$ cat src/hw/rtl/multiply_accumulate_long_unit_macros.svh
// Assertion macros for the multiply accumulate long unit.
// The macros expect signals named clock and reset in the calling module.
// Without the NO_ASSERTIONS define the macros expand to concurrent assertions.
`ifndef MULTIPLY_ACCUMULATE_LONG_UNIT_MACROS_SVH
`define MULTIPLY_ACCUMULATE_LONG_UNIT_MACROS_SVH
`ifndef NO_ASSERTIONS
// Check a property on every clock edge outside reset.
`define MAL_ASSERT(label, prop, msg) \
   label: assert property (@(posedge clock) disable iff (reset) (prop)) else $error(msg);
// Check a property on every clock edge, reset included.
`define MAL_ASSERT_ALWAYS(label, prop, msg) \
   label: assert property (@(posedge clock) (prop)) else $error(msg);
`else
`define MAL_ASSERT(label, prop, msg)
`define MAL_ASSERT_ALWAYS(label, prop, msg)
`endif
`endif

$ cat src/hw/rtl/mal_pkg.sv
// Shared types and constants for the multiply accumulate long unit.
// No dependencies; used by multiply_accumulate_long_unit.
package mal_pkg;

   localparam int WORD_W      = 32;
   localparam int DWORD_W     = 2 * WORD_W;
   localparam int MODE_W      = 4;
   localparam int REQ_FIELD_W = MODE_W + 4 * WORD_W;
   localparam int REQ_TDATA_W = ((REQ_FIELD_W + 7) / 8) * 8;
   localparam int RSP_FIELD_W = 2 * WORD_W + 3;
   localparam int RSP_TDATA_W = ((RSP_FIELD_W + 7) / 8) * 8;
   localparam int SIGN_POS    = WORD_W - 1;

   // Mode field, bit 3 down to bit 0.
   typedef struct packed {
      logic is_long;
      logic is_signed;
      logic do_acc;
      logic set_flags;
   } mode_type;

endpackage

$ cat src/hw/rtl/multiply_accumulate_long_unit.sv
// Multiply accumulate long unit: MUL/MLA and UMULL/UMLAL/SMULL/SMLAL datapath.
// Depends on mal_pkg and multiply_accumulate_long_unit_macros.svh.
//
// Usage:
//   The req channel carries one multiply instruction per transfer: mode,
//   multiplicand, multiplier and the low and high accumulator words. The rsp
//   channel returns one result per instruction, in order: low and high result
//   words, the flags-written bit and the N and Z flags.
//   Throughput is one instruction per cycle while rsp is not stalled; the
//   four stages are operand decode with the signed correction, the 32x32
//   multiplier, the 64-bit accumulate adder and the flag logic with the
//   output register, and an instruction passes through them in that order
//   before its result shows on rsp.
//   A stalled rsp holds its result; each stage with a bubble still fills, so
//   req_tready stays high until every stage holds an item.
//   Synchronous reset empties all stages; no item survives it.
`include "multiply_accumulate_long_unit_macros.svh"

module multiply_accumulate_long_unit (
   input  logic                           clock,
   input  logic                           reset,
   input  logic                           req_tvalid,
   output logic                           req_tready,
   // mode[3:0], multiplicand[35:4], multiplier[67:36], acc_low[99:68],
   // acc_high[131:100], zero fill above
   input  logic [mal_pkg::REQ_TDATA_W-1:0] req_tdata,
   output logic                           rsp_tvalid,
   input  logic                           rsp_tready,
   // result_low[31:0], result_high[63:32], flags_written[64],
   // negative_flag[65], zero_flag[66], zero fill above
   output logic [mal_pkg::RSP_TDATA_W-1:0] rsp_tdata
);
   import mal_pkg::*;

   // request fields
   mode_type            req_mode;
   logic [WORD_W-1:0]   req_a;
   logic [WORD_W-1:0]   req_b;
   logic [WORD_W-1:0]   req_acc_low;
   logic [WORD_W-1:0]   req_acc_high;

   // stage advance
   logic adv1;
   logic adv2;
   logic adv3;
   logic adv4;

   // stage 1: decoded operands and combined addend
   logic                s1_valid_ff;
   mode_type            s1_mode_ff;
   logic [WORD_W-1:0]   s1_a_ff;
   logic [WORD_W-1:0]   s1_b_ff;
   logic [DWORD_W-1:0]  s1_addend_ff;
   logic [DWORD_W-1:0]  s1_addend_in;
   logic [WORD_W-1:0]   acc_lo_sel;
   logic [WORD_W-1:0]   acc_hi_sel;
   logic [WORD_W-1:0]   corr_a;
   logic [WORD_W-1:0]   corr_b;

   // stage 2: product
   logic                s2_valid_ff;
   mode_type            s2_mode_ff;
   logic [DWORD_W-1:0]  s2_prod_ff;
   logic [DWORD_W-1:0]  s2_prod_in;
   logic [DWORD_W-1:0]  s2_addend_ff;

   // stage 3: sum
   logic                s3_valid_ff;
   mode_type            s3_mode_ff;
   logic [DWORD_W-1:0]  s3_sum_ff;
   logic [DWORD_W-1:0]  s3_sum_in;

   // stage 4: result register
   logic                rsp_valid_ff;
   logic [WORD_W-1:0]   rsp_low_ff;
   logic [WORD_W-1:0]   rsp_high_ff;
   logic                rsp_fw_ff;
   logic                rsp_neg_ff;
   logic                rsp_zero_ff;
   logic [WORD_W-1:0]   rsp_low_in;
   logic [WORD_W-1:0]   rsp_high_in;
   logic                rsp_neg_in;
   logic                rsp_zero_in;

   assign req_mode     = mode_type'(req_tdata[MODE_W-1:0]);
   assign req_a        = req_tdata[MODE_W +: WORD_W];
   assign req_b        = req_tdata[MODE_W + WORD_W +: WORD_W];
   assign req_acc_low  = req_tdata[MODE_W + 2*WORD_W +: WORD_W];
   assign req_acc_high = req_tdata[MODE_W + 3*WORD_W +: WORD_W];

   // a stage loads when it is empty or its content moves on
   assign adv4       = !rsp_valid_ff || rsp_tready;
   assign adv3       = !s3_valid_ff || adv4;
   assign adv2       = !s2_valid_ff || adv3;
   assign adv1       = !s1_valid_ff || adv2;
   assign req_tready = adv1;

   // Fold accumulator and signed high-word correction into one addend.
   always_comb begin
      acc_lo_sel = req_mode.do_acc ? req_acc_low : '0;
      acc_hi_sel = (req_mode.do_acc && req_mode.is_long) ? req_acc_high : '0;
      corr_a = (req_mode.is_long && req_mode.is_signed && req_a[SIGN_POS]) ? req_b : '0;
      corr_b = (req_mode.is_long && req_mode.is_signed && req_b[SIGN_POS]) ? req_a : '0;
      s1_addend_in = {acc_hi_sel - corr_a - corr_b, acc_lo_sel};
   end

   assign s2_prod_in = DWORD_W'(s1_a_ff) * DWORD_W'(s1_b_ff);
   assign s3_sum_in  = s2_prod_ff + s2_addend_ff;

   always_comb begin
      rsp_low_in  = s3_sum_ff[WORD_W-1:0];
      rsp_high_in = s3_mode_ff.is_long ? s3_sum_ff[DWORD_W-1:WORD_W] : '0;
      rsp_neg_in  = s3_mode_ff.set_flags &&
                    (s3_mode_ff.is_long ? rsp_high_in[SIGN_POS] : rsp_low_in[SIGN_POS]);
      rsp_zero_in = s3_mode_ff.set_flags && (rsp_low_in == '0) && (rsp_high_in == '0);
   end

   always_ff @(posedge clock) begin
      if (reset) begin
         s1_valid_ff  <= 1'b0;
         s2_valid_ff  <= 1'b0;
         s3_valid_ff  <= 1'b0;
         rsp_valid_ff <= 1'b0;
      end else begin
         if (adv1) begin
            s1_valid_ff <= req_tvalid;
         end
         if (adv2) begin
            s2_valid_ff <= s1_valid_ff;
         end
         if (adv3) begin
            s3_valid_ff <= s2_valid_ff;
         end
         if (adv4) begin
            rsp_valid_ff <= s3_valid_ff;
         end
      end
   end

   always_ff @(posedge clock) begin
      if (adv1) begin
         s1_mode_ff   <= req_mode;
         s1_a_ff      <= req_a;
         s1_b_ff      <= req_b;
         s1_addend_ff <= s1_addend_in;
      end
      if (adv2) begin
         s2_mode_ff   <= s1_mode_ff;
         s2_prod_ff   <= s2_prod_in;
         s2_addend_ff <= s1_addend_ff;
      end
      if (adv3) begin
         s3_mode_ff <= s2_mode_ff;
         s3_sum_ff  <= s3_sum_in;
      end
      if (adv4) begin
         rsp_low_ff  <= rsp_low_in;
         rsp_high_ff <= rsp_high_in;
         rsp_fw_ff   <= s3_mode_ff.set_flags;
         rsp_neg_ff  <= rsp_neg_in;
         rsp_zero_ff <= rsp_zero_in;
      end
   end

   assign rsp_tvalid = rsp_valid_ff;
   assign rsp_tdata  = {(RSP_TDATA_W - RSP_FIELD_W)'(0), rsp_zero_ff, rsp_neg_ff, rsp_fw_ff,
                        rsp_high_ff, rsp_low_ff};

   `MAL_ASSERT(a_flags_clear, (rsp_valid_ff && !rsp_fw_ff) |-> (!rsp_neg_ff && !rsp_zero_ff), "flags set without set-flags bit")
   `MAL_ASSERT(a_zero_match, (rsp_valid_ff && rsp_zero_ff) |-> (rsp_low_ff == '0 && rsp_high_ff == '0), "zero flag with nonzero result")
   `MAL_ASSERT(a_bubble_fill, (s1_valid_ff && !s2_valid_ff) |=> s2_valid_ff, "stage 1 item did not move into empty stage 2")
   `MAL_ASSERT_ALWAYS(a_ready_bubble, !s1_valid_ff |-> req_tready, "ready low with empty first stage")

endmodule
$ cat config.mk
export PLATFORM = sky130hd
export DESIGN_NAME = multiply_accumulate_long_unit
export DESIGN_NICKNAME = d
export VERILOG_FILES = /design/src/hw/rtl/mal_pkg.sv /design/src/hw/rtl/multiply_accumulate_long_unit.sv
export VERILOG_INCLUDE_DIRS = /design/src /design/src/hw/rtl
export SDC_FILE = /design/constraint.sdc
export NUM_CORES = 2
export LEC_CHECK = 0
export BUFFER_PORTS_ARGS = -buffer_cell sky130_fd_sc_hd__buf_2
export CAP_MARGIN = 40
export CORE_MARGIN = 2
export CORE_UTILIZATION = 55
export CTS_CLUSTER_SIZE = 20
export DETAILED_ROUTE_END_ITERATION = 8
export PLACE_DENSITY = 0.87
export SLEW_MARGIN = 20
export SYNTH_ARGS = -nofsm -noshare
export SYNTH_HDL_FRONTEND = slang
export SYNTH_SLANG_ARGS = --single-unit
$ cat constraint.sdc
create_clock -name clock -period 6.8 [get_ports clock]
set_input_delay 0.68 -clock clock [delete_from_list [all_inputs] [get_ports clock]]
set_output_delay 0.68 -clock clock [all_outputs]
set_load 0.005 [all_outputs]
* Word level (Yosys, flattened, before mapping)
Cells that the tools add are included. Widths: inputs -> output; s select.
Cells by class: add/subtract/negate cells 3, multipliers 1, muxes and demuxes 5, reduce and logical (&&, ||, !) cells 17
Operators by type and width (count):
- $mux 32 | 4
- $add 64x64->64 | 1
- $logic_not 32->1 | 2
- $mul 32x32->64 | 1
- $sub 32x32->32 | 2
- $logic_and 1x1->1 | 7
- $logic_not 1->1 | 4
- $logic_or 1x1->1 | 4
- $mux 1 | 1
Word-level totals: register bits 397, input port bits 140, output and inout bits 74, logic and storage cells 48

* Depth between registers and ports, before layout
depth after elaboration 5, mapped depth 28, gate-level depth less buffers 26

* Worst setup path after synthesis
No wires, ideal clock.
kind reg-to-reg, start point register s1_a_ff[26], end point register s2_prod_ff[60], data pin, arrival time 7.219 ns, setup slack -0.679 ns, cell stages (with the launch flop) 26, cells stage by stage edfxtp_1 clkbuf_1 and2_1 fa_1 fa_1 inv_1 fa_1 fa_1 inv_1 fa_1 fa_1 fa_1 inv_1 fa_1 inv_1 ha_1 a21o_1 o21bai_1 a21o_1 a221o_1 or4_1 o21ai_2 o31ai_2 a221o_1 a21oi_2 xnor2_1
Between the ends: word-level cells in the longest chain between the ends 1
RTL lines:
- start, declared | line multiply_accumulate_long_unit.sv:51 | logic [WORD_W-1:0] s1_a_ff;
- start signal, assigned | line multiply_accumulate_long_unit.sv:143 | s1_a_ff <= req_a;
- $mul 32x32->64 | line multiply_accumulate_long_unit.sv:107 | assign s2_prod_in = DWORD_W'(s1_a_ff) * DWORD_W'(s1_b_ff);
- via s2_prod_in[60] | line multiply_accumulate_long_unit.sv:64 | logic [DWORD_W-1:0] s2_prod_in;
- end signal, assigned | line multiply_accumulate_long_unit.sv:149 | s2_prod_ff <= s2_prod_in;
- end, declared | line multiply_accumulate_long_unit.sv:63 | logic [DWORD_W-1:0] s2_prod_ff;
The timed path passes the listed nets, and every way through them passes these cells. A chain may end at the register's enable or synchronous reset.

* Worst setup path in the final report
start point register s1_b_ff[10], end point register s2_prod_ff[60], data pin
Between the ends: word-level cells in the longest chain between the ends 1
RTL lines:
- start, declared | line multiply_accumulate_long_unit.sv:52 | logic [WORD_W-1:0] s1_b_ff;
- start signal, assigned | line multiply_accumulate_long_unit.sv:144 | s1_b_ff <= req_b;
- $mul 32x32->64 | line multiply_accumulate_long_unit.sv:107
- via s2_prod_in[60] | line multiply_accumulate_long_unit.sv:64
The timed path passes the listed nets, and every way through them passes these cells.

==> reports/metrics.csv <==
stage,metric,value,unit
worst_setup_path,FF-to-FF End,s2_prod_ff[60]$_DFFE_PP_,
floorplanning,core area,93300,µm²
drt,DR pass1 iterations,8,
sta,Slew Limit Fails,0,
clock_tree,H-Tree Depth,2,
finish,Layout area overhead,16.7,%
clock_tree,number of buffers created by CTS,40,
status,run status,"complete, but fails checks",
worst_hold_path,min-delay src,req_tdata[0],
sta,RSZ-0062 raised after global routing,yes,
sta,Worst slew margin,44.7,%
logic_synthesis,Synth async-reset ratio,0,%
global_route,M3 GR Usage,5.17,%
global_route,met1 Resource Use GR,37.1,%
worst_setup_path,CP most frequent cell,fa_1,
worst_hold_path,Hold Path Cell Cnt,1,
logic_synthesis,Yosys reg bits,397,
sta,final setup fails,44,
logic_synthesis,main combinational cell family by area after synthesis,adder cells,
worst_hold_path,Worst Hold End,s1_mode_ff[0]$_DFFE_PP_,
clock_tree,CTS tree,yes,
clock_tree,"Clk Latency, worst-skew pair",600,ps
logic_synthesis,"EDFF count, synth",393,
logic_synthesis,post-synthesis mux area share,0,%
logic_synthesis,Synth warnings,0,
placed_design,gpl congestion,0.983,
floorplanning,full die area,96600,µm²
drt,routed vias/inst,5.84,
worst_setup_path,Critical Path Source Type,flip-flop,
worst_setup_path,critical path data required time,7140,ps
sta,slew of the pin with the lowest slew margin,830,ps
worst_setup_path,crit end category,flip-flop,
worst_setup_path,CP max stage delay,650,ps
finish,Fillers,6486,
global_route,vias in the first global route,42812,
clock_tree,CTS Buffer Depth,3,
worst_setup_path,CP max stage cell,fa_2,
sta,WHS,273,ps
global_route,GR Util met2,51.5,%
floorplanning,Core Rows,112,
logic_synthesis,Post-Synthesis Cells,5059,
logic_synthesis,Synth Area per Inst,10.2,µm²
clock_tree,Clock Tree Root,clkbuf_16,
drt,Post-route DRC,0,
sta,setup total negative slack,-28600,ps
finish,nets,6938,
worst_hold_path,min-delay worst type,in -> reg,
drt,number of DRC markers in iteration 0,3935,
global_route,initial antenna violation count,9,
finish,post-route cell area,60400,µm²
drt,post-route ant nets,0,
finish,layout cells sized above 1,17.5,%
logic_synthesis,post-synthesis compound-gate area fraction,5.81,%
sta,FMAX,0.128,GHz
global_route,gr usage total,31.0,%
clock_tree,CTS Hold Bufs,0,
worst_setup_path,r2r setup slk,-980,ps
logic_synthesis,Post-synth top flop,edfxtp_1,
run,maxcap violations,0,
worst_setup_path,Bufs and invs on worst path,5,
floorplanning,# IOs,214,
logic_synthesis,post-synth cell types,59,
sta,Final Cycle Share,114,%
floorplanning,die height,311,µm
drt,drt wl/cell,22.3,µm
clock_tree,CTS Sinks,397,
global_route,Most Crowded Layer GR,met2,
worst_setup_path,Crit Path Max Fanout,6,
worst_setup_path,Crit Path Class,reg -> reg,
logic_synthesis,"Seq/Total Area, Yosys",23.0,%
logic_synthesis,post-synthesis simple-gate area fraction,15.6,%
placed_design,hpwl dp,117000,µm
placed_design,# port buffers,204,
floorplanning,starting density of the core,55.5,%
worst_setup_path,Crit path max-delay family,adder cells,
drt,vias,39743,
clock_tree,"Reg clk slew, reported paths",70,ps
sta,Final Hold Fails,0,
logic_synthesis,mapped cell area,51800,µm²
placed_design,Placed Area,57200,µm²
sta,clock skew,45.1,ps
global_route,total congestion overflow,0,
sta,Final min period,7780,ps
worst_setup_path,worst r2r src,s1_b_ff[10]$_DFFE_PP_,
drt,drt total wl,152000,µm
worst_setup_path,Reg2Reg Depth,25,
sta,fin worst setup slack,-983,ps
logic_synthesis,Synth Area in Adders,44.5,%
floorplanning,overall die width,311,µm
worst_setup_path,WP data arrival,8120,ps
global_route,largest net degree at the start of global routing,70,
status,failing checks,setup timing,
global_route,first-pass GRT wire length,232000,µm
logic_synthesis,xor and xnor area share after synthesis,2.61,%
[cell usage in the layout, fill, tap and decap left out, types with 10 or more instances in the layout]
master and instances:
o21bai_1 31, nor2_1 96, clkbuf_16 42, o21a_1 12, fa_1 868, and2_1 661, a211oi_1 11, inv_2 18
xor2_1 55, and3_1 47, a21oi_2 16, inv_1 882, nor2b_1 13, buf_6 43, ha_4 23, buf_12 52
ha_1 334, nand3_1 27, nand4_1 42, diode_2 10, edfxtp_1 393, nor4_1 19, xnor2_1 94, a31oi_1 13
buf_4 355, o21ai_1 17, o21ai_0 61, and2_4 20, nor3_1 14, nand2b_1 17, o21ai_2 16, a21oi_1 157
fa_2 60, nand2_1 579, buf_2 204, a21o_1 70
[through the flow]
step | utilization (%) | std cells | worst slack, ps
after detailed placement | 61.3 | 6660 | -917
final | 64.7 | 6807 | -983
after global routing | 64.7 | 6798 | -1080
after CTS | 63.9 | 6767 | -797
after global placement | 61.2 | 6658 | -790
after floorplan | - | 5063 | -433
[area by class of cell]
cell class	instances	area, µm²	share of cell area, %
repair buffers	666	5500	9.11
well taps	1254	1570	2.60
inverters	901	3380	5.61
multi-input cells	3507	36700	60.7
flip-flops and latches	397	11900	19.7
clock buffers	45	1040	1.72
clock inverters	27	305	0.506
diodes	10	25.0	0.0414
[cells by family after synthesis]
family,after synthesis
AO/OA/AOI/OAI,487
XOR/XNOR,154
adder cells (fa/ha/maj),1285
buffers and inverters,1159
flip-flops,397
other,1
AND/OR/NAND/NOR,1576
[flip-flops by register name (all words and copies together) (netlist names)]
register      flops
s1_addend_ff     64
s2_addend_ff     64
s2_prod_ff       64
s3_sum_ff        64
rsp_high_ff      32
rsp_low_ff       32
s1_a_ff          32
s1_b_ff          32
s1_mode_ff        2
s2_mode_ff        2
s3_mode_ff        2
rsp_fw_ff         1
rsp_neg_ff        1
rsp_tvalid        1
rsp_zero_ff       1
s1_valid_ff       1
s2_valid_ff       1
s3_valid_ff       1
[Yosys cell counts (all sizes together) (4+ instances only)]
| cell type | number | area share (%) |
|---|---|---|
| edfxtp | 393 | 23 |
| buf | 10 | 0.13 |
| o21ai | 98 | 0.95 |
| nand3 | 28 | 0.27 |
| nor4 | 21 | 0.25 |
| fa | 928 | 36 |
| a21oi | 181 | 1.8 |
| xor2 | 57 | 0.96 |
| nand2b | 18 | 0.22 |
| a31oi | 20 | 0.24 |
| nand2 | 587 | 4.3 |
| o221ai | 5 | 0.085 |
| o21a | 12 | 0.17 |
| nor2 | 103 | 0.75 |
| nand4 | 42 | 0.51 |
| and3 | 51 | 0.62 |
| dfxtp | 4 | 0.15 |
| clkbuf | 248 | 1.8 |
| a211oi | 13 | 0.20 |
| a21boi | 5 | 0.073 |
| o21bai | 33 | 0.48 |
| o31ai | 9 | 0.14 |
| or3 | 7 | 0.085 |
| a21o | 71 | 1.0 |
| nor3 | 16 | 0.15 |
| o211ai | 8 | 0.12 |
| nor2b | 13 | 0.16 |
| and2 | 681 | 8.2 |
| a221oi | 4 | 0.068 |
| ha | 357 | 8.6 |
| inv | 901 | 6.5 |
| xnor2 | 97 | 1.6 |
| a31o | 7 | 0.12 |
[metal layers]
metal  part of all wire (%)  vias to the layer above
li1                       -                    16654
met1                     34                    20014
met2                     48                     2336
met3                    8.7                      733
met4                    8.7                        6
met5                  0.024                        -
[worst reg2reg max path, cell delays in order (launching register included)]
cell and delay (ps):
edfxtp_1 460, buf_12 180, buf_4 130, buf_6 120
and2_4 150, fa_1 550, fa_2 650, inv_2 60
fa_2 390, fa_1 550, inv_1 70, fa_1 470
fa_1 510, fa_2 400, fa_1 450, ha_4 200
a21oi_4 160, o21ai_2 90, a21o_1 210, a221o_1 360
or4_4 450, o21ai_4 240, o31ai_4 90, a221o_1 330
a21oi_2 160, xnor2_1 80
[worst max path at each step]
stage / from / end / slack, ps / depth (start not counted)
5_1_grt: s1_a_ff[14]$_DFFE_PP_ / s2_prod_ff[60]$_DFFE_PP_ / -1080 / 26
6_report: s1_b_ff[10]$_DFFE_PP_ / s2_prod_ff[60]$_DFFE_PP_ / -980 / 25
4_1_cts: s1_a_ff[14]$_DFFE_PP_ / s2_prod_ff[60]$_DFFE_PP_ / -800 / 24
3_3_place_gp: s1_a_ff[23]$_DFFE_PP_ / s2_prod_ff[63]$_DFFE_PP_ / -790 / 25
3_5_place_dp: s1_b_ff[14]$_DFFE_PP_ / s2_prod_ff[60]$_DFFE_PP_ / -920 / 23
2_1_floorplan: s1_a_ff[15]$_DFFE_PP_ / s2_prod_ff[60]$_DFFE_PP_ / -430 / 25
[timing repair]
| action | in CTS | in global routing |
|---|---|---|
| resized for setup | 198 | 90 |
| pin swaps | 120 | 79 |
| cloned | 3 | 1 |
| setup endpoints to repair | 46 | 48 |
| setup buffers | 33 | 25 |
Power is left out: the tool's default activity adds up to more than one toggle a clock period on the data nets, which glitch-free logic cannot reach.
